[src/i2cseq_pkg.sv]
// Shared types, codes and sizes of the I2C master transfer sequencer.
`default_nettype none
package i2cseq_pkg;

   localparam int BufDepth   = 16;
   localparam int BufIdxW    = (BufDepth > 1) ? $clog2(BufDepth) : 1;
   localparam int CountW     = 5;

   localparam logic [1:0] CMD_START = 2'd0;
   localparam logic [1:0] CMD_EVENT = 2'd1;
   localparam logic [1:0] CMD_WRBUF = 2'd2;

   localparam logic [2:0] ACT_NONE  = 3'd0;
   localparam logic [2:0] ACT_START = 3'd1;
   localparam logic [2:0] ACT_SEND  = 3'd2;
   localparam logic [2:0] ACT_RECV  = 3'd3;
   localparam logic [2:0] ACT_ACK   = 3'd4;
   localparam logic [2:0] ACT_STOP  = 3'd5;

   localparam logic [2:0] ERR_OK        = 3'd0;
   localparam logic [2:0] ERR_BUSY      = 3'd1;
   localparam logic [2:0] ERR_COLLISION = 3'd2;
   localparam logic [2:0] ERR_OVERFLOW  = 3'd3;
   localparam logic [2:0] ERR_ADDR_NACK = 3'd4;
   localparam logic [2:0] ERR_RX_EMPTY  = 3'd5;
   localparam logic [2:0] ERR_DATA_NACK = 3'd6;

   localparam logic [7:0] READ_BIT = 8'h01;

   typedef struct packed {
      logic [1:0] cmd;
      logic [7:0] addr_byte;
      logic [4:0] byte_count;
      logic       bus_busy;
      logic       ack_status;
      logic       rx_full;
      logic [7:0] rx_data;
      logic       write_collision;
      logic       rx_overflow;
      logic [3:0] buf_index;
      logic [7:0] buf_data;
   } req_type;

   typedef struct packed {
      logic [2:0] action;
      logic [7:0] tx_byte;
      logic       nack_bit;
      logic       rx_valid;
      logic [7:0] rx_byte;
      logic [3:0] rx_position;
      logic       idle;
      logic [2:0] error;
   } rsp_type;

endpackage
`default_nettype wire

[src/i2cseq_req_if.sv]
// Request channel carrying one command beat into the sequencer.
`default_nettype none
interface i2cseq_req_if;
   import i2cseq_pkg::*;
   logic    valid;
   logic    ready;
   req_type payload;
   modport source (output valid, output payload, input ready);
   modport sink (input valid, input payload, output ready);
endinterface
`default_nettype wire

[src/i2cseq_rsp_if.sv]
// Response channel carrying one result beat out of the sequencer.
`default_nettype none
interface i2cseq_rsp_if;
   import i2cseq_pkg::*;
   logic    valid;
   logic    ready;
   rsp_type payload;
   modport source (output valid, output payload, input ready);
   modport sink (input valid, input payload, output ready);
endinterface
`default_nettype wire

[src/i2c_master_transfer_sequencer_core.sv]
// I2C master transfer sequencer: one command beat in, one result beat out, every
// clock unless responses stall. Each accepted request beat is decoded against the
// current phase and the result is held in an output register, shown in the cycle
// after acceptance; a new request is taken whenever that register is empty or
// being drained. The sixteen-entry transmit buffer lives in flip-flops, read at
// the current byte position and written by buffer-write commands.
`default_nettype none
module i2c_master_transfer_sequencer_core
   import i2cseq_pkg::*;
(
   input  wire logic    clock,
   input  wire logic    reset,
   i2cseq_req_if.sink   req_bus,
   i2cseq_rsp_if.source rsp_bus
);

   localparam logic [2:0] PH_IDLE  = 3'd0;
   localparam logic [2:0] PH_START = 3'd1;
   localparam logic [2:0] PH_ADDR  = 3'd2;
   localparam logic [2:0] PH_TX    = 3'd3;
   localparam logic [2:0] PH_RX    = 3'd4;
   localparam logic [2:0] PH_ACK   = 3'd5;
   localparam logic [2:0] PH_STOP  = 3'd6;

   logic [2:0]        phase_ff, phase_in;
   logic [7:0]        target_ff, target_in;
   logic [CountW-1:0] pos_ff, pos_in;
   logic [CountW-1:0] end_ff, end_in;
   logic [7:0]        store_ff [BufDepth];
   logic              rsp_valid_ff, rsp_valid_in;
   rsp_type           rsp_data_ff, rsp_data_in;

   req_type           req;
   logic              accept;
   logic [CountW-1:0] count_clamped;
   logic [7:0]        store_byte;
   logic [CountW-1:0] pos_inc;

   assign req            = req_bus.payload;
   assign req_bus.ready  = !reset && (!rsp_valid_ff || rsp_bus.ready);
   assign accept         = req_bus.valid && req_bus.ready;
   assign rsp_bus.valid  = rsp_valid_ff;
   assign rsp_bus.payload = rsp_data_ff;

   assign pos_inc = pos_ff + CountW'(1);

   always_comb begin
      if (int'(req.byte_count) > BufDepth) begin
         count_clamped = CountW'(BufDepth);
      end else begin
         count_clamped = req.byte_count;
      end
      if (int'(pos_ff) < BufDepth) begin
         store_byte = store_ff[BufIdxW'(pos_ff)];
      end else begin
         store_byte = 8'h00;
      end
   end

   always_comb begin
      phase_in    = phase_ff;
      target_in   = target_ff;
      pos_in      = pos_ff;
      end_in      = end_ff;
      rsp_data_in = '0;
      case (req.cmd)
         CMD_START: begin
            if (req.bus_busy || phase_ff != PH_IDLE) begin
               rsp_data_in.error = ERR_BUSY;
               phase_in          = PH_IDLE;
            end else begin
               target_in          = req.addr_byte;
               pos_in             = '0;
               end_in             = count_clamped;
               rsp_data_in.action = ACT_START;
               phase_in           = PH_START;
            end
         end
         CMD_EVENT: begin
            if (phase_ff == PH_IDLE) begin
               phase_in = PH_IDLE;
            end else if (req.write_collision) begin
               rsp_data_in.error = ERR_COLLISION;
               phase_in          = PH_IDLE;
            end else if (req.rx_overflow) begin
               rsp_data_in.error = ERR_OVERFLOW;
               phase_in          = PH_IDLE;
            end else begin
               case (phase_ff)
                  PH_START: begin
                     rsp_data_in.action  = ACT_SEND;
                     rsp_data_in.tx_byte = target_ff;
                     phase_in            = PH_ADDR;
                  end
                  PH_ADDR: begin
                     if (req.ack_status) begin
                        rsp_data_in.error = ERR_ADDR_NACK;
                        phase_in          = PH_IDLE;
                     end else if ((target_ff & READ_BIT) != 8'h00) begin
                        rsp_data_in.action = ACT_RECV;
                        phase_in           = PH_RX;
                     end else begin
                        rsp_data_in.action  = ACT_SEND;
                        rsp_data_in.tx_byte = store_byte;
                        pos_in              = pos_inc;
                        phase_in            = PH_TX;
                     end
                  end
                  PH_RX: begin
                     if (!req.rx_full) begin
                        rsp_data_in.error = ERR_RX_EMPTY;
                        phase_in          = PH_IDLE;
                     end else begin
                        rsp_data_in.rx_valid    = 1'b1;
                        rsp_data_in.rx_byte     = req.rx_data;
                        rsp_data_in.rx_position = pos_ff[3:0];
                        pos_in                  = pos_inc;
                        rsp_data_in.nack_bit    = (pos_inc >= end_ff);
                        rsp_data_in.action      = ACT_ACK;
                        phase_in                = PH_ACK;
                     end
                  end
                  PH_TX: begin
                     if (req.ack_status) begin
                        rsp_data_in.error = ERR_DATA_NACK;
                        phase_in          = PH_IDLE;
                     end else if (pos_ff >= end_ff) begin
                        rsp_data_in.action = ACT_STOP;
                        phase_in           = PH_STOP;
                     end else begin
                        rsp_data_in.action  = ACT_SEND;
                        rsp_data_in.tx_byte = store_byte;
                        pos_in              = pos_inc;
                     end
                  end
                  PH_ACK: begin
                     if (pos_ff >= end_ff) begin
                        rsp_data_in.action = ACT_STOP;
                        phase_in           = PH_STOP;
                     end else begin
                        rsp_data_in.action = ACT_RECV;
                        phase_in           = PH_RX;
                     end
                  end
                  default: begin
                     phase_in = PH_IDLE;
                  end
               endcase
            end
         end
         default: begin
            phase_in = phase_ff;
         end
      endcase
      rsp_data_in.idle = (phase_in == PH_IDLE);
   end

   always_comb begin
      if (accept) begin
         rsp_valid_in = 1'b1;
      end else if (rsp_bus.ready) begin
         rsp_valid_in = 1'b0;
      end else begin
         rsp_valid_in = rsp_valid_ff;
      end
   end

   always_ff @(posedge clock) begin
      if (reset) begin
         phase_ff     <= PH_IDLE;
         target_ff    <= '0;
         pos_ff       <= '0;
         end_ff       <= '0;
         rsp_valid_ff <= 1'b0;
      end else begin
         rsp_valid_ff <= rsp_valid_in;
         if (accept) begin
            phase_ff  <= phase_in;
            target_ff <= target_in;
            pos_ff    <= pos_in;
            end_ff    <= end_in;
         end
      end
   end

   always_ff @(posedge clock) begin
      if (accept) begin
         rsp_data_ff <= rsp_data_in;
      end
      if (accept && req.cmd == CMD_WRBUF && int'(req.buf_index) < BufDepth) begin
         store_ff[BufIdxW'(req.buf_index)] <= req.buf_data;
      end
   end

endmodule
`default_nettype wire
[src/flat_wrapper.sv]
// flat-port wrapper written by rule: the top's interface ports become plain ports
module i2c_master_transfer_sequencer_core_flat import i2cseq_pkg::*;
  (clock, reset, req_bus_valid, req_bus_payload, req_bus_ready, rsp_bus_valid, rsp_bus_payload, rsp_bus_ready);
  i2cseq_req_if req_bus_i ();
  i2cseq_rsp_if rsp_bus_i ();
  input  wire logic clock;
  input  wire logic reset;
  input wire logic [$bits(req_bus_i.valid)-1:0] req_bus_valid;
  input wire logic [$bits(req_bus_i.payload)-1:0] req_bus_payload;
  output wire logic [$bits(req_bus_i.ready)-1:0] req_bus_ready;
  output wire logic [$bits(rsp_bus_i.valid)-1:0] rsp_bus_valid;
  output wire logic [$bits(rsp_bus_i.payload)-1:0] rsp_bus_payload;
  input wire logic [$bits(rsp_bus_i.ready)-1:0] rsp_bus_ready;
  assign req_bus_i.valid = req_bus_valid;
  assign req_bus_i.payload = req_bus_payload;
  assign req_bus_ready = req_bus_i.ready;
  assign rsp_bus_valid = rsp_bus_i.valid;
  assign rsp_bus_payload = rsp_bus_i.payload;
  assign rsp_bus_i.ready = rsp_bus_ready;
  i2c_master_transfer_sequencer_core u_core (.clock(clock), .reset(reset), .req_bus(req_bus_i), .rsp_bus(rsp_bus_i));
endmodule
[config.mk]
export PLATFORM = sky130hd
export DESIGN_NAME = i2c_master_transfer_sequencer_core_flat
export DESIGN_NICKNAME = d
export VERILOG_FILES = /design/src/i2cseq_pkg.sv /design/src/i2cseq_req_if.sv /design/src/i2cseq_rsp_if.sv /design/src/i2c_master_transfer_sequencer_core.sv /design/src/flat_wrapper.sv
export SDC_FILE = /design/constraint.sdc
export NUM_CORES = 1
export LEC_CHECK = 0
export ABC_AREA = 1
export BUFFER_PORTS_ARGS = -buffer_cell sky130_fd_sc_hd__buf_2
export CORE_MARGIN = 5
export CORE_UTILIZATION = 35
export DETAILED_ROUTE_END_ITERATION = 6
export SETUP_SLACK_MARGIN = 0.4
export SLEW_MARGIN = 20
export SYNTH_ARGS = -nofsm -noshare
export SYNTH_HDL_FRONTEND = slang
export SYNTH_SLANG_ARGS = --single-unit
[constraint.sdc]
create_clock -name clock -period 2.1 [get_ports clock]
set_input_delay 0.42 -clock clock [delete_from_list [all_inputs] [get_ports clock]]
set_output_delay 0.42 -clock clock [all_outputs]
set_load 0.01 [all_outputs]
# After elaboration in Yosys (flattened, before gate mapping)
# Memory sizes are Yosys's and may differ from the RTL's. A register that Yosys moved wholly into a read port is not among the register bits.
# Index checks and enable logic that the tools add are counted.
word_totals:
  word_cells: 114
  register_bits: 51
  mem_bits_rw: 128
  memories: 1
  inputBits: 44
memory_table:
  columns: ["memory", "depth", "word_bits", "read_ports", "rd_ports_with_merged_regs", "wr", "line", "rtl"]
  rows:
  - ["u_core.store_ff", 16, 8, 1, 1, 1, "i2c_master_transfer_sequencer_core.sv:29", "logic [7:0] store_ff [BufDepth];"]
classes:
  n_eq_ne: 17
  n_bitwise: 4
  reduce_logical: 18
  magnitude_cmp: 4
  add_sub_neg: 1
  mux: 56
ops:
  columns: ["operator", "n"]
  rows:
  - ["2-to-1 mux 25 bit", 3]
  - ["2-to-1 mux 3 bit", 17]
  - ["2-to-1 mux 5 bit", 10]
  - ["one-hot mux 3 bit (5 select lines)", 2]
  - ["2-to-1 mux 14 bit", 2]
  - ["2-to-1 mux 8 bit", 3]
  - ["one-hot mux 8 bit (3 select lines)", 1]
  - ["2-to-1 mux 11 bit", 2]
  - ["one-hot mux 3 bit (2 select lines)", 3]
  - ["!= test 3 bit (second input constant)", 5]
  - ["one-hot mux 5 bit (3 select lines)", 1]
  - ["AND reduction 12 bit", 1]
  - [">= comparator 5 bit", 2]
  - ["one-hot mux 5 bit (2 select lines)", 1]
  - ["one-hot mux 3 bit (3 select lines)", 1]
  - ["2-to-1 mux 4 bit", 2]
  - ["!= test 2 bit (second input constant)", 4]
  - ["2-to-1 mux 1 bit", 7]
  - ["equality test 3 x 2 -> 1 bit (second input constant)", 2]
  - ["equality test 3 bit (second input constant)", 2]
  - ["zero test 3 bit", 2]
  - ["OR reduction 6 bit", 1]
  - ["adder 5 x 1 -> 5 bit (second input constant)", 1]
  - ["greater-than comparator 5 bit (second input constant)", 1]
  - ["16 further kinds", 24]

# Logic depth before layout (Yosys ltp)
# Gate-level depths: netlist of the first run.
logic_depth:
  depth_word: 10
  depth_mapped: 13
  mapped_depth_nobuf: 13

# Worst setup path after synthesis of the first run
# Ideal clock, no wire load.
synth_path:
  kind: "in2reg"
  startpoint: "in rsp_bus_ready"
  endpoint: "mem u_core.store_ff[5][0] (enable)"
  setup_time_ps: 383
  path_buffers: 0
  arrival_time_ps: 1801
  setup_slack_ps: -84
  path_stages: 8
  cell_sequence: "inv_1 > nand2_1 > inv_1 > nor2_2 > nand2_2 > nor3_2 > inv_1 > nor3_1"
synth_via:
  elab_chain_cells: 6
synth_lines:
  columns: ["item", "line", "rtl"]
  rows:
  - ["start, declared", "flat_wrapper.sv:13", "input wire logic [$bits(rsp_bus_i.ready)-1:0] rsp_bus_ready;"]
  - ["logical OR 1 bit", "i2c_master_transfer_sequencer_core.sv:40", "assign req_bus.ready = !reset && (!rsp_valid_ff || rsp_bus.ready);"]
  - ["logical AND 1 bit", "i2c_master_transfer_sequencer_core.sv:40", null]
  - ["via req_bus_ready", "flat_wrapper.sv:10", "output wire logic [$bits(req_bus_i.ready)-1:0] req_bus_ready;"]
  - ["logical AND 1 bit", "i2c_master_transfer_sequencer_core.sv:41", "assign accept = req_bus.valid && req_bus.ready;"]
  - ["logical AND 1 bit", "i2c_master_transfer_sequencer_core.sv:190", "if (accept && req.cmd == CMD_WRBUF && int'(req.buf_index) < BufDepth) begin"]
  - ["2-to-1 mux 1 bit", "i2c_master_transfer_sequencer_core.sv:190", null]
  - ["2-to-1 mux 1 bit (implied by the code)", "i2c_master_transfer_sequencer_core.sv:191", "store_ff[BufIdxW'(req.buf_index)] <= req.buf_data;"]
  - ["end, declared", "i2c_master_transfer_sequencer_core.sv:29", null]
# The timed path passes the listed nets, and every way through them passes these cells.

# Worst setup path in the final report of the first run
layout_path:
  startpoint: "reg u_core.pos_ff[0]"
  endpoint: "reg u_core.rsp_data_ff (netlist bit u_core.rsp_bus.payload[17]), data pin"
layout_via:
  elab_chain_cells: 2
layout_lines:
  columns: ["item", "line", "rtl"]
  rows:
  - ["start, declared", "i2c_master_transfer_sequencer_core.sv:27", "logic [CountW-1:0] pos_ff, pos_in;"]
  - ["start signal, assigned", "i2c_master_transfer_sequencer_core.sv:180", "pos_ff <= pos_in;"]
  - ["adder 5 x 1 -> 5 bit", "i2c_master_transfer_sequencer_core.sv:45", "assign pos_inc = pos_ff + CountW'(1);"]
  - [">= comparator 5 bit", "i2c_master_transfer_sequencer_core.sv:118", "rsp_data_in.nack_bit = (pos_inc >= end_ff);"]
  - ["end signal, assigned", "i2c_master_transfer_sequencer_core.sv:188", "rsp_data_ff <= rsp_data_in;"]
  - ["end, declared", "i2c_master_transfer_sequencer_core.sv:31", "rsp_type rsp_data_ff, rsp_data_in;"]
# No other way between the ends.
# A chain may end at the register's enable or synchronous reset.

==> flow_results.xml, run 1 <==
<?xml version="1.0" encoding="UTF-8"?>
<metrics>
  <group name="layout">
    <metric name="post_route_cells_drive_above_1_share" unit="%">28.86</metric>
    <metric name="finish.instance_area" unit="mm^2">0.01000</metric>
    <metric name="finish.net_count" unit="">936</metric>
    <metric name="layout_area_growth_over_synthesis" unit="%">25.45</metric>
    <metric name="diodes" unit="">0</metric>
  </group>
  <group name="global_route">
    <metric name="use_met3" unit="%">3.798</metric>
    <metric name="grt_first_pass_wirelength" unit="um">30080</metric>
    <metric name="grtUsageTotal" unit="%">15.04</metric>
    <metric name="grt_antenna_before_repair" unit="">0</metric>
    <metric name="peak_usage_layer_in_the_global_routing_report" unit="">met2</metric>
    <metric name="number_of_global_route_vias_before_repair" unit="">5521</metric>
    <metric name="grt-ovfl-total" unit="">0</metric>
    <metric name="gr-usage-met2" unit="%">24.42</metric>
    <metric name="met1_usage" unit="%">20.66</metric>
    <metric name="grt_start_max_net_pins" unit="">59</metric>
  </group>
  <group name="setup_path">
    <metric name="reg2reg_slack" unit="ns">0.35</metric>
    <metric name="r2r_path_start" unit="">u_core.pos_ff[0]</metric>
    <metric name="kind_of_cell_adding_the_most_delay_to_the_critical_path" unit="">adder cells</metric>
    <metric name="slowest_stage" unit="">sky130_fd_sc_hd__dfxtp_4</metric>
    <metric name="crit_path_buffers_inverters" unit="">2</metric>
    <metric name="crit_path_start_kind" unit="">flip-flop</metric>
    <metric name="critPathKind" unit="">reg -&gt; reg</metric>
    <metric name="critical_path.max_fanout" unit="">3</metric>
    <metric name="ordered_cell_list_for_the_critical_path" unit="">ha_4, nand2_1, inv_2, nand2_2, xor2_2, inv_1, ha_1, o21ai_1, a21oi_1</metric>
    <metric name="reg2reg_end" unit="">u_core.rsp_bus.payload[17]</metric>
    <metric name="worstPathArrival" unit="ns">1.92</metric>
    <metric name="cp_slowest_stage_delay" unit="ns">0.39</metric>
    <metric name="worst-r2r-cell-count" unit="">9</metric>
    <metric name="end_kind" unit="">flip-flop</metric>
    <metric name="worst-endpoint-required" unit="ns">2.27</metric>
  </group>
  <group name="die">
    <metric name="die_width" unit="um">161.0</metric>
    <metric name="initial_utilization" unit="%">35.33</metric>
    <metric name="coreArea" unit="mm^2">0.02257</metric>
    <metric name="io_pins" unit="">75</metric>
    <metric name="chipHeight" unit="um">161.0</metric>
    <metric name="rows" unit="">55</metric>
    <metric name="fp.dieArea" unit="mm^2">0.02590</metric>
  </group>
  <group name="synth">
    <metric name="synth_area_per_cell" unit="um^2">10.17</metric>
    <metric name="syn-num-nets" unit="">839</metric>
    <metric name="syn-cell-area" unit="mm^2">0.007975</metric>
    <metric name="post_synth_num_cell_types" unit="">34</metric>
    <metric name="synth_xor_xnor_area_share" unit="%">0.2196</metric>
    <metric name="synth_fa_ha_area_share" unit="%">1.726</metric>
    <metric name="yosys_warnings" unit="">0</metric>
    <metric name="area_fraction_in_compound_gates_after_synthesis" unit="%">6.213</metric>
    <metric name="synth_simple_gate_area_share" unit="%">21.16</metric>
    <metric name="yosys.area.top_type" unit="">sky130_fd_sc_hd__edfxtp_1</metric>
    <metric name="synth.top_cells.by_count" unit="">177 x sky130_fd_sc_hd__nand2_1, 157 x sky130_fd_sc_hd__edfxtp_1, 148 x sky130_fd_sc_hd__nor2_1</metric>
    <metric name="synth_ff_type" unit="">sky130_fd_sc_hd__edfxtp_1</metric>
    <metric name="part_of_the_yosys_area_used_for_sequential_elements" unit="%">65.64</metric>
    <metric name="synth-async-reset-ratio" unit="%">0</metric>
    <metric name="synth.most_common_cell" unit="">sky130_fd_sc_hd__nand2_1</metric>
    <metric name="synth_cells" unit="">784</metric>
    <metric name="largest_family_of_logic_cells_by_synthesized_area" unit="">simple AND/OR/NAND/NOR gates</metric>
    <metric name="synthMuxAreaShare" unit="%">0</metric>
    <metric name="synth_top_area_share" unit="%">59.12</metric>
    <metric name="synth_enable_flop_cells" unit="">157</metric>
    <metric name="synthTopCellsByArea" unit="">sky130_fd_sc_hd__edfxtp_1 59%, sky130_fd_sc_hd__nand2_1 8.3%, sky130_fd_sc_hd__nor2_1 7.0%</metric>
    <metric name="synth-seq-cells" unit="">183</metric>
  </group>
  <group name="power_and_ir_drop">
    <metric name="power.net_switching" unit="W">0.001926</metric>
    <metric name="vdd_drop_max" unit="mV">0.5186</metric>
    <metric name="power.sequential.fraction" unit="%">51.2</metric>
    <metric name="power.density" unit="mW/mm^2">779.5</metric>
    <metric name="share_comb_of_total_power" unit="%">7.3</metric>
    <metric name="static-leakage-power" unit="nW">3.895</metric>
    <metric name="net_switching_share_of_the_total_power" unit="%">24.70</metric>
    <metric name="clockPowerShare" unit="%">41.5</metric>
    <metric name="p_int" unit="W">0.005873</metric>
  </group>
  <group name="timing">
    <metric name="maxClockFrequency" unit="MHz">571.8</metric>
    <metric name="slew_headroom" unit="%">53.39</metric>
    <metric name="setup_tns" unit="ns">0</metric>
    <metric name="min_period" unit="ns">1.749</metric>
    <metric name="slew_at_the_pin_closest_to_its_max_slew_limit" unit="ns">0.6984</metric>
    <metric name="period_share" unit="%">83.28</metric>
    <metric name="clock_skew" unit="ns">0.01064</metric>
    <metric name="timing.final.max_slew_violations" unit="">0</metric>
    <metric name="finalSetupViolCount" unit="">0</metric>
    <metric name="grt_setup_unrepaired" unit="">yes</metric>
    <metric name="final_hold_viol_count" unit="">0</metric>
  </group>
  <group name="run">
    <metric name="max_cap_violations" unit="">0</metric>
  </group>
  <group name="detailed_routing">
    <metric name="viasPerCell" unit="">4.889</metric>
    <metric name="antenna_violating_nets_post_route" unit="">0</metric>
    <metric name="dr_total_vias" unit="">5764</metric>
    <metric name="routed_wire_length_per_instance" unit="um">16.77</metric>
    <metric name="initialDrtViolationCount" unit="">531</metric>
    <metric name="finalWirelength" unit="um">19770</metric>
    <metric name="drt-pass1-iter-count" unit="">6</metric>
    <metric name="drt_drc_violations_left" unit="">0</metric>
  </group>
  <group name="clocking">
    <metric name="tritoncts_clock_tree" unit="">built</metric>
    <metric name="numCtsBuffers" unit="">17</metric>
    <metric name="worstSkewPairLatency" unit="ns">0.44</metric>
    <metric name="clk_pin_slew_worst_paths" unit="ns">0.07</metric>
    <metric name="cts-root-buf" unit="">sky130_fd_sc_hd__clkbuf_16</metric>
    <metric name="cts.hold.buffers_added" unit="">0</metric>
    <metric name="h-tree-depth" unit="">4</metric>
    <metric name="clockBufferDepth" unit="">2</metric>
    <metric name="cts_num_sinks" unit="">183</metric>
  </group>
  <group name="status">
    <metric name="outcome" unit="">finished clean</metric>
  </group>
  <group name="placed_design">
    <metric name="place_hpwl" unit="um">12860</metric>
    <metric name="globalplace.congestion" unit="">0.8249</metric>
    <metric name="placement.io_buffers" unit="">74</metric>
    <metric name="postPlaceCellArea" unit="mm^2">0.008882</metric>
  </group>
  <group name="worst_hold_path">
    <metric name="timing.hold.worst_endpoint" unit="">u_core.target_ff[0]</metric>
    <metric name="worstHoldPathCells" unit="">3</metric>
    <metric name="timing.hold.worst.start" unit="">req_bus_payload[30]</metric>
    <metric name="holdCritPathClass" unit="">in -&gt; reg</metric>
  </group>
</metrics>
## area by class of cell
type                    instances  area, um^2
well taps                     285       356.6
flip-flops and latches        183        5261
multi-input cells             511        2810
fillers                      2109       12570
repair buffers                109       734.5
clock buffers                  17       425.4
clock inverters                15       182.7
inverters                      59       234.0
## worst max path at each step
stage	endpoint	cells after the start	slack (ns)	startpoint
floorplan	u_core.store_ff[12][0]	8	0.22	rsp_bus_ready
global placement	u_core.store_ff[14][6]	10	0.01	rsp_bus_ready
detailed placement	u_core.store_ff[14][1]	10	0.009	rsp_bus_ready
CTS	u_core.rsp_bus.payload[24]	10	0.39	flip-flop
global route	u_core.rsp_bus.payload[17]	9	0.27	u_core.pos_ff[0]
finish	u_core.rsp_bus.payload[17]	9	0.35	u_core.pos_ff[0]
## through the flow
stage               total power, W  cells  util, %  setup WS [ns]  hold WS [ns]
floorplan                 0.004347    784        -         0.2235        0.4375
global placement          0.004569   1133    39.35       0.009902        0.4658
detailed placement        0.004570   1133    39.35       0.009256        0.4611
CTS                       0.007801   1174    43.22         0.3905        0.1992
global route              0.008080   1179    44.32         0.2744        0.2074
finish                    0.007799   1179    44.32         0.3511        0.2094
## routing by layer
metal / wire length [um] / vias to the layer above / share of wire [%]
li1: - / 2827 / -
met1: 8755 / 2720 / 44
met2: 9459 / 203 / 48
met3: 1402 / 14 / 7.1
met4: 157 / 0 / 0.79
met5: 0 / - / 0
## flip-flops by register name, summed over array words and instances, names as in the netlist, named ones only
signal,count
u_core.rsp_bus.valid,1
u_core.store_ff,128
u_core.target_ff,8
u_core.phase_ff,3
u_core.rsp_bus.payload,29
u_core.pos_ff,5
u_core.end_ff,5
## cell families after synthesis
logic type,count (synthesis)
and+or+nand+nor,406
xor gates and xnor gates,2
buffers and inverters,90
AOI/OAI and AO/OA,92
DFF,183
adders and majority gates,11
## cells in the final DEF (no fill, tap or decap), types with 4 or more instances in the layout
| cell | n |
|---|---|
| sky130_fd_sc_hd__inv_2 | 15 |
| sky130_fd_sc_hd__a21oi_1 | 13 |
| sky130_fd_sc_hd__dfxtp_4 | 4 |
| sky130_fd_sc_hd__inv_8 | 6 |
| sky130_fd_sc_hd__ha_4 | 6 |
| sky130_fd_sc_hd__nand3_1 | 56 |
| sky130_fd_sc_hd__buf_4 | 23 |
| sky130_fd_sc_hd__inv_1 | 41 |
| sky130_fd_sc_hd__clkbuf_16 | 17 |
| sky130_fd_sc_hd__nor2_1 | 128 |
| sky130_fd_sc_hd__buf_2 | 74 |
| sky130_fd_sc_hd__buf_6 | 5 |
| sky130_fd_sc_hd__nand2_1 | 149 |
| sky130_fd_sc_hd__edfxtp_1 | 157 |
| sky130_fd_sc_hd__nor2_2 | 5 |
| sky130_fd_sc_hd__a21oi_2 | 8 |
| sky130_fd_sc_hd__nor2_4 | 20 |
| sky130_fd_sc_hd__nor3_4 | 5 |
| sky130_fd_sc_hd__dfxtp_1 | 13 |
| sky130_fd_sc_hd__dfxtp_2 | 9 |
| sky130_fd_sc_hd__nand2_2 | 24 |
| sky130_fd_sc_hd__nand2_4 | 8 |
| sky130_fd_sc_hd__o21ai_1 | 5 |
| sky130_fd_sc_hd__ha_1 | 5 |
| sky130_fd_sc_hd__buf_12 | 6 |
| sky130_fd_sc_hd__o21ai_0 | 53 |
## power groups by stage
stage	logic [W]	clock network, W	registers (W)
3_5_place_dp	0.000492	0	0.00408
5_1_grt	0.000621	0.00346	0.00400
4_1_cts	0.000525	0.00328	0.00400
2_1_floorplan	0.000266	0	0.00408
6_report	0.000569	0.00323	0.00400
3_3_place_gp	0.000492	0	0.00408
## worst min-delay path, cell delays in order
cell	delay, ns
sky130_fd_sc_hd__buf_2	0.08
sky130_fd_sc_hd__nor2_1	0.03
sky130_fd_sc_hd__nor2_1	0.08
## what timing repair did
| item | CTS | global route |
|---|---|---|
| pin swaps | 24 | 33 |
| resized for setup | 42 | 63 |
| setup endpoints to repair | 134 | 145 |
| buffers inserted | 9 | 5 |
Power figures use the tool's default switching activity.
==> run 2: changes to the inputs <==
Settings changed: ABC_AREA 1 to 0.
Clock period 2.1 ns to 1.5 ns, I/O delays scaled along.
==> run 2 against run 1 <==
  * The run now ends with negative setup slack left
  * Cell area increased by 13%
  * Synthesized cell count down 38%
  * Non-clock buffer count rose by 105
  * Worst hold slack got worse by 0.090 ns
  * Routed wire length is 1.8% lower
  * Critical endpoint is now u_core.rsp_bus.payload[3]
  * Largest power group unchanged
  * Highest routed layer unchanged
==> flow_results.xml, run 2 <==
<?xml version="1.0" encoding="UTF-8"?>
<metrics>
  <group name="synth">
    <metric name="part_of_the_yosys_area_used_for_sequential_elements" unit="%">69.12</metric>
    <metric name="syn-num-nets" unit="">540</metric>
    <metric name="synth_simple_gate_area_share" unit="%">8.839</metric>
    <metric name="synth.most_common_cell" unit="">sky130_fd_sc_hd__edfxtp_1</metric>
    <metric name="synthMuxAreaShare" unit="%">12.18</metric>
    <metric name="area_fraction_in_compound_gates_after_synthesis" unit="%">5.749</metric>
    <metric name="post_synth_num_cell_types" unit="">51</metric>
    <metric name="synth_xor_xnor_area_share" unit="%">0.3469</metric>
    <metric name="synth-async-reset-ratio" unit="%">0</metric>
    <metric name="largest_family_of_logic_cells_by_synthesized_area" unit="">multiplexers</metric>
    <metric name="synth_ff_type" unit="">sky130_fd_sc_hd__edfxtp_1</metric>
    <metric name="synth_fa_ha_area_share" unit="%">1.817</metric>
    <metric name="synth_enable_flop_cells" unit="">157</metric>
    <metric name="syn-cell-area" unit="mm^2">0.007574</metric>
    <metric name="synth-seq-cells" unit="">183</metric>
    <metric name="synth_cells" unit="">485</metric>
    <metric name="synth_top_area_share" unit="%">62.25</metric>
    <metric name="synth.top_cells.by_count" unit="">157 x sky130_fd_sc_hd__edfxtp_1, 39 x sky130_fd_sc_hd__nor2_1, 37 x sky130_fd_sc_hd__nand2_1</metric>
    <metric name="yosys_warnings" unit="">0</metric>
    <metric name="yosys.area.top_type" unit="">sky130_fd_sc_hd__edfxtp_1</metric>
    <metric name="synth_area_per_cell" unit="um^2">15.62</metric>
    <metric name="synthTopCellsByArea" unit="">sky130_fd_sc_hd__edfxtp_1 62%, sky130_fd_sc_hd__mux4_2 9.5%, sky130_fd_sc_hd__dfxtp_1 6.9%</metric>
  </group>
  <group name="clocking">
    <metric name="cts.hold.buffers_added" unit="">0</metric>
    <metric name="tritoncts_clock_tree" unit="">built</metric>
    <metric name="cts_num_sinks" unit="">183</metric>
    <metric name="worstSkewPairLatency" unit="ns">0.44</metric>
    <metric name="clockBufferDepth" unit="">2</metric>
    <metric name="numCtsBuffers" unit="">17</metric>
    <metric name="clk_pin_slew_worst_paths" unit="ns">0.07</metric>
    <metric name="h-tree-depth" unit="">4</metric>
    <metric name="cts-root-buf" unit="">sky130_fd_sc_hd__clkbuf_16</metric>
  </group>
  <group name="run">
    <metric name="max_cap_violations" unit="">0</metric>
  </group>
  <group name="timing">
    <metric name="grt_setup_unrepaired" unit="">yes</metric>
    <metric name="maxClockFrequency" unit="MHz">494.2</metric>
    <metric name="slew_headroom" unit="%">62.16</metric>
    <metric name="final_hold_viol_count" unit="">0</metric>
    <metric name="clock_skew" unit="ns">0.01305</metric>
    <metric name="min_period" unit="ns">2.024</metric>
    <metric name="slew_at_the_pin_closest_to_its_max_slew_limit" unit="ns">0.5668</metric>
    <metric name="postLayoutSetupSlackWorst" unit="ns">-0.5235</metric>
    <metric name="timing.final.max_slew_violations" unit="">0</metric>
    <metric name="finalSetupViolCount" unit="">189</metric>
    <metric name="period_share" unit="%">134.9</metric>
    <metric name="setup_tns" unit="ns">-61.53</metric>
  </group>
  <group name="layout">
    <metric name="layout_area_growth_over_synthesis" unit="%">49.23</metric>
    <metric name="post_route_cells_drive_above_1_share" unit="%">59.60</metric>
    <metric name="layout_common_cells" unit="">157 x sky130_fd_sc_hd__edfxtp_1, 68 x sky130_fd_sc_hd__buf_4, 65 x sky130_fd_sc_hd__buf_2</metric>
    <metric name="sequential_cell_area" unit="mm^2">0.005264</metric>
    <metric name="finish.net_count" unit="">750</metric>
    <metric name="diodes" unit="">0</metric>
    <metric name="instances_no_fill" unit="">983</metric>
    <metric name="finish.instance_area" unit="mm^2">0.01130</metric>
    <metric name="mostFrequentLayoutCell" unit="">sky130_fd_sc_hd__edfxtp_1</metric>
    <metric name="n_fill_cell" unit="">1655</metric>
    <metric name="largest_reg_flops" unit="">128</metric>
    <metric name="largest-register" unit="">u_core.store_ff</metric>
    <metric name="area_used_by_multi_input_combinational_logic" unit="mm^2">0.002945</metric>
  </group>
  <group name="setup_path">
    <metric name="crit_path_start_kind" unit="">flip-flop</metric>
    <metric name="critical_path.max_fanout" unit="">2</metric>
    <metric name="slowest_stage" unit="">sky130_fd_sc_hd__dfxtp_2</metric>
    <metric name="cp_slowest_stage_delay" unit="ns">0.35</metric>
    <metric name="worstPathArrival" unit="ns">2.28</metric>
    <metric name="end_kind" unit="">flip-flop</metric>
    <metric name="worst-endpoint-required" unit="ns">1.76</metric>
    <metric name="worst-r2r-cell-count" unit="">8</metric>
    <metric name="critPathKind" unit="">reg -&gt; reg</metric>
    <metric name="ordered_cell_list_for_the_critical_path" unit="">inv_2, ha_4, nand2_4, o21ai_4, a311oi_2, or2_4, a221o_1, nor4b_2</metric>
  </group>
  <group name="power_and_ir_drop">
    <metric name="power.density" unit="mW/mm^2">961.3</metric>
    <metric name="vdd_drop_max" unit="mV">0.7686</metric>
    <metric name="static-leakage-power" unit="nW">4.031</metric>
    <metric name="final_total_pwr" unit="W">0.01086</metric>
  </group>
  <group name="placed_design">
    <metric name="postPlaceCellArea" unit="mm^2">0.009480</metric>
    <metric name="place_hpwl" unit="um">12900</metric>
    <metric name="placed_cells_incl_taps" unit="">914</metric>
    <metric name="placement.io_buffers" unit="">74</metric>
    <metric name="globalplace.congestion" unit="">0.8365</metric>
  </group>
  <group name="detailed_routing">
    <metric name="finalWirelength" unit="um">19420</metric>
    <metric name="drt-pass1-iter-count" unit="">4</metric>
    <metric name="routed_wire_length_per_instance" unit="um">19.75</metric>
    <metric name="dr_total_vias" unit="">4922</metric>
    <metric name="viasPerCell" unit="">5.007</metric>
    <metric name="antenna_violating_nets_post_route" unit="">0</metric>
    <metric name="initialDrtViolationCount" unit="">242</metric>
    <metric name="drt_drc_violations_left" unit="">0</metric>
  </group>
  <group name="status">
    <metric name="violated_checks" unit="">negative setup slack</metric>
    <metric name="outcome" unit="">finished, violations left</metric>
  </group>
  <group name="worst_hold_path">
    <metric name="worstHoldPathCells" unit="">3</metric>
    <metric name="holdCritPathClass" unit="">in -&gt; reg</metric>
  </group>
  <group name="die">
    <metric name="initial_utilization" unit="%">35.80</metric>
    <metric name="chipHeight" unit="um">157.1</metric>
    <metric name="io_pins" unit="">75</metric>
    <metric name="die_width" unit="um">157.1</metric>
    <metric name="coreArea" unit="mm^2">0.02115</metric>
    <metric name="rows" unit="">53</metric>
    <metric name="fp.dieArea" unit="mm^2">0.02468</metric>
  </group>
  <group name="global_route">
    <metric name="grtUsageTotal" unit="%">15.94</metric>
    <metric name="grt_start_max_net_pins" unit="">21</metric>
    <metric name="grt_first_pass_wirelength" unit="um">29650</metric>
    <metric name="number_of_global_route_vias_before_repair" unit="">5265</metric>
    <metric name="grt-ovfl-total" unit="">0</metric>
    <metric name="grt_antenna_before_repair" unit="">0</metric>
  </group>
</metrics>
-- run 2: cell count changes after synthesis, sizes merged, moves of 5 or more --
cell    previous run  this run
nand2            182        37
nor2             153        39
nand3             61         3
inv               59        11
o21ai             58        18
mux4               0        32
and2               0        13
buf               23        11
mux2i              0        10
mux2               0         9
a21oi             23        31
nand2b             0         7
nor2b              0         5
-- run 2: worst paths after layout --
path                        from                         to  slack [ns]
max             u_core.end_ff[2]  u_core.rsp_bus.payload[3]       -0.52
min          req_bus_payload[31]        u_core.target_ff[1]        0.12
max reg2reg     u_core.end_ff[2]  u_core.rsp_bus.payload[3]       -0.52
min reg2reg  u_core.target_ff[1]        u_core.target_ff[1]        0.48
-- run 2: cell families (layout without fill, tap and decap cells) --
family | after synthesis | count (layout)
flops | 183 | 183
compound gates | 71 | 71
simple gates | 132 | 132
xor+xnor | 3 | 3
fa+ha+maj | 11 | 11
mux | 51 | 51
buf+inv | 34 | 257
-- run 2: stage by stage --
step                utilization [%]  hold WS, ns  setup WS, ns
finish                        53.43       0.1195       -0.5235
CTS                           51.53      0.09811       -0.5189
global placement              44.82       0.4539       -0.5465
global route                  53.43       0.1079       -0.5871
floorplan                         -       0.3989       -0.6752
detailed placement            44.82       0.4549       -0.6030
-- run 2: final cells by class --
type                    count  share of cell area, %
clock buffers              17                  3.764
clock inverters            15                  2.026
inverters                  11                 0.3985
multi-input cells         268                  26.06
flip-flops and latches    183                  46.57
well taps                 275                  3.044
repair buffers            214                  18.13
-- run 2: layer usage --
layer | vias to the layer above | part of all wire [%] | GRT usage [%]
met1 | 2466 | 41 | 20.27
li1 | 2297 | - | -
met2 | 133 | 52 | 27.64
met3 | 26 | 5.8 | 3.629
met5 | - | 0 | 0
met4 | 0 | 1.6 | 4.261
-- run 2: power by group --
group / internal (W) / switching [W]
Sequential: 0.00554 / 0.0000162
Combinational: 0.000250 / 0.000286
Clock: 0.00260 / 0.00218
Total: 0.00838 / 0.00248
-- run 2: critical path: cells and delay by family (launching register included) --
kind | cells | cell delay [ns]
fa+ha+maj | 1 | 0.29
buf+inv | 1 | 0.06
compound gates | 3 | 0.61
simple gates | 3 | 0.55
flops | 1 | 0.35
-- run 2: repair_timing --
action                                  in CTS  in global routing
gates cloned                                 6                  0
buffers inserted                            21                 10
pin swaps                                   33                 30
gates resized for setup                     94                 81
endpoints found under the setup margin     242                242
==> run 3: changes to the inputs <==
Clock period 1.5 ns to 1.95 ns, I/O delays scaled along.
==> run 3 against run 2 <==
  * The run still ends with negative setup slack left
  * Critical path depth did not move
  * Sequential power down 23%
  * Non-clock buffer count shrank 66
  * Global-route usage decreased by 1.0 points
  * Largest cell class unchanged
  * Highest routed layer unchanged
==> flow_results.xml, run 3 (synthesized netlist as in run 2, its figures left out) <==
<?xml version="1.0" encoding="UTF-8"?>
<metrics>
  <group name="die">
    <metric name="rows" unit="">53</metric>
    <metric name="chipHeight" unit="um">157.1</metric>
    <metric name="io_pins" unit="">75</metric>
    <metric name="fp.dieArea" unit="mm^2">0.02468</metric>
    <metric name="initial_utilization" unit="%">35.80</metric>
    <metric name="coreArea" unit="mm^2">0.02115</metric>
    <metric name="die_width" unit="um">157.1</metric>
  </group>
  <group name="detailed_routing">
    <metric name="dr_total_vias" unit="">4616</metric>
    <metric name="drt_drc_violations_left" unit="">0</metric>
    <metric name="drt-pass1-iter-count" unit="">4</metric>
    <metric name="routed_wire_length_per_instance" unit="um">19.24</metric>
    <metric name="initialDrtViolationCount" unit="">193</metric>
    <metric name="antenna_violating_nets_post_route" unit="">0</metric>
    <metric name="met2WireLength" unit="um">8924</metric>
    <metric name="finalWirelength" unit="um">17650</metric>
    <metric name="viasPerCell" unit="">5.034</metric>
    <metric name="dr_wl_met3" unit="um">880</metric>
    <metric name="topRoutingLayerUsed" unit="">met4</metric>
    <metric name="routed_length_on_met1" unit="um">7644</metric>
  </group>
  <group name="setup_path">
    <metric name="end_kind" unit="">flip-flop</metric>
    <metric name="reg2reg_slack" unit="ns">-0.05</metric>
    <metric name="worstPathArrival" unit="ns">2.26</metric>
    <metric name="startpoint" unit="">u_core.end_ff[2]</metric>
    <metric name="crit_path_start_kind" unit="">flip-flop</metric>
    <metric name="worst-endpoint-required" unit="ns">2.21</metric>
    <metric name="r2r_path_start" unit="">u_core.end_ff[2]</metric>
    <metric name="critPathKind" unit="">reg -&gt; reg</metric>
    <metric name="critical_path.max_fanout" unit="">3</metric>
  </group>
  <group name="clocking">
    <metric name="numCtsBuffers" unit="">17</metric>
    <metric name="clk_pin_slew_worst_paths" unit="ns">0.07</metric>
    <metric name="clockBufferDepth" unit="">2</metric>
    <metric name="cts.hold.buffers_added" unit="">0</metric>
    <metric name="cts-root-buf" unit="">sky130_fd_sc_hd__clkbuf_16</metric>
    <metric name="worstSkewPairLatency" unit="ns">0.44</metric>
    <metric name="tritoncts_clock_tree" unit="">built</metric>
    <metric name="cts_num_sinks" unit="">183</metric>
    <metric name="h-tree-depth" unit="">4</metric>
  </group>
  <group name="power_and_ir_drop">
    <metric name="power.net_switching" unit="W">0.001753</metric>
    <metric name="power.density" unit="mW/mm^2">762.0</metric>
    <metric name="clockPowerShare" unit="%">42.1</metric>
    <metric name="p_int" unit="W">0.006187</metric>
    <metric name="vdd_drop_max" unit="mV">0.5651</metric>
    <metric name="static-leakage-power" unit="nW">3.627</metric>
    <metric name="power.sequential.fraction" unit="%">53.9</metric>
    <metric name="final_total_pwr" unit="W">0.007940</metric>
    <metric name="net_switching_share_of_the_total_power" unit="%">22.08</metric>
    <metric name="share_comb_of_total_power" unit="%">4.0</metric>
  </group>
  <group name="layout">
    <metric name="n_fill_cell" unit="">1742</metric>
    <metric name="diodes" unit="">0</metric>
    <metric name="mostFrequentLayoutCell" unit="">sky130_fd_sc_hd__edfxtp_1</metric>
    <metric name="layout_common_cells" unit="">157 x sky130_fd_sc_hd__edfxtp_1, 73 x sky130_fd_sc_hd__buf_2, 37 x sky130_fd_sc_hd__buf_4</metric>
    <metric name="post_route_cells_drive_above_1_share" unit="%">53.43</metric>
    <metric name="layout_area_growth_over_synthesis" unit="%">37.58</metric>
    <metric name="finish.net_count" unit="">684</metric>
    <metric name="util_after_layout" unit="%">49.26</metric>
    <metric name="largest-register" unit="">u_core.store_ff</metric>
    <metric name="largest_reg_flops" unit="">128</metric>
  </group>
  <group name="timing">
    <metric name="min_period" unit="ns">2.003</metric>
    <metric name="final_hold_viol_count" unit="">0</metric>
    <metric name="clock_skew" unit="ns">0.01741</metric>
    <metric name="period_share" unit="%">102.7</metric>
    <metric name="setup_tns" unit="ns">-0.1254</metric>
    <metric name="slew_at_the_pin_closest_to_its_max_slew_limit" unit="ns">0.4429</metric>
    <metric name="finalHoldWorstSlack" unit="ns">0.2247</metric>
    <metric name="timing.final.max_slew_violations" unit="">0</metric>
    <metric name="grt_setup_unrepaired" unit="">yes</metric>
    <metric name="slew_headroom" unit="%">70.47</metric>
    <metric name="maxClockFrequency" unit="MHz">499.1</metric>
    <metric name="postLayoutSetupSlackWorst" unit="ns">-0.05343</metric>
    <metric name="finalSetupViolCount" unit="">7</metric>
  </group>
  <group name="global_route">
    <metric name="grt_first_pass_wirelength" unit="um">27590</metric>
    <metric name="grtUsageTotal" unit="%">14.89</metric>
    <metric name="grt_start_max_net_pins" unit="">31</metric>
    <metric name="grt_antenna_before_repair" unit="">0</metric>
    <metric name="grt-ovfl-total" unit="">0</metric>
    <metric name="number_of_global_route_vias_before_repair" unit="">4901</metric>
  </group>
  <group name="placed_design">
    <metric name="place_hpwl" unit="um">11970</metric>
    <metric name="placement.io_buffers" unit="">74</metric>
    <metric name="globalplace.congestion" unit="">0.8763</metric>
  </group>
  <group name="status">
    <metric name="violated_checks" unit="">negative setup slack</metric>
    <metric name="outcome" unit="">finished, violations left</metric>
  </group>
  <group name="worst_hold_path">
    <metric name="holdCritPathClass" unit="">in -&gt; reg</metric>
    <metric name="timing.hold.worst.start" unit="">req_bus_valid</metric>
  </group>
  <group name="run">
    <metric name="max_cap_violations" unit="">0</metric>
  </group>
</metrics>
run 3: layout make-up:
cell class,instances,area (um^2),share of cell area [%]
inverters,11,45.04,0.4323
multi-input cells,268,2903,27.86
clock buffers,18,429.2,4.119
well taps,275,344.1,3.302
clock inverters,14,141.4,1.357
repair buffers,148,1300,12.48
flip-flops and latches,183,5258,50.46
run 3: power by group through the flow:
stage	Combinational, W	Clock [W]	Sequential (W)
after floorplan	0.000105	0	0.00438
after global placement	0.000268	0	0.00437
after detailed placement	0.000276	0	0.00437
after CTS	0.000310	0.00342	0.00428
after global routing	0.000347	0.00361	0.00428
final	0.000319	0.00335	0.00428
run 3: worst paths after layout:
| path | cells past startpoint | endpoint |
|---|---|---|
| worst max-delay path | 8 | u_core.rsp_bus.payload[3] |
| worst min-delay path | 3 | u_core.rsp_bus.valid |
| worst max register to register | 8 | u_core.rsp_bus.payload[3] |
| worst min register to register | 2 | u_core.target_ff[7] |
run 3: stage by stage:
step	setup slack, ns	cell area (um^2)	instances
after detailed placement	-0.5217	9109	867
after global routing	-0.1358	10420	917
after floorplan	-0.2804	7970	485
after CTS	-0.05253	10260	912
final	-0.05343	10420	917
after global placement	-0.5315	9109	867
run 3: critical path, stage by stage, from the launching register on:
cell and delay, ns:
sky130_fd_sc_hd__dfxtp_2 0.34, sky130_fd_sc_hd__inv_2 0.05, sky130_fd_sc_hd__ha_4 0.27, sky130_fd_sc_hd__nand2_4 0.05
sky130_fd_sc_hd__o21ai_4 0.15, sky130_fd_sc_hd__a311oi_2 0.13, sky130_fd_sc_hd__or2_4 0.26, sky130_fd_sc_hd__a221o_1 0.34
sky130_fd_sc_hd__nor4b_2 0.24
run 3: repair_timing:
action | 4_1_cts | 5_1_grt
resized for setup | 98 | 26
pin swaps | 42 | 13
setup buffers | 11 | 5
endpoints found under the setup margin | 167 | 167
cloned | 2 | 0
run 3: layer usage:
metal  track usage (%)  up-vias
met1             19.31     2328
met4             4.547        0
met3             3.327       13
met5                 0        -
li1                  -     2161
met2             25.16      114
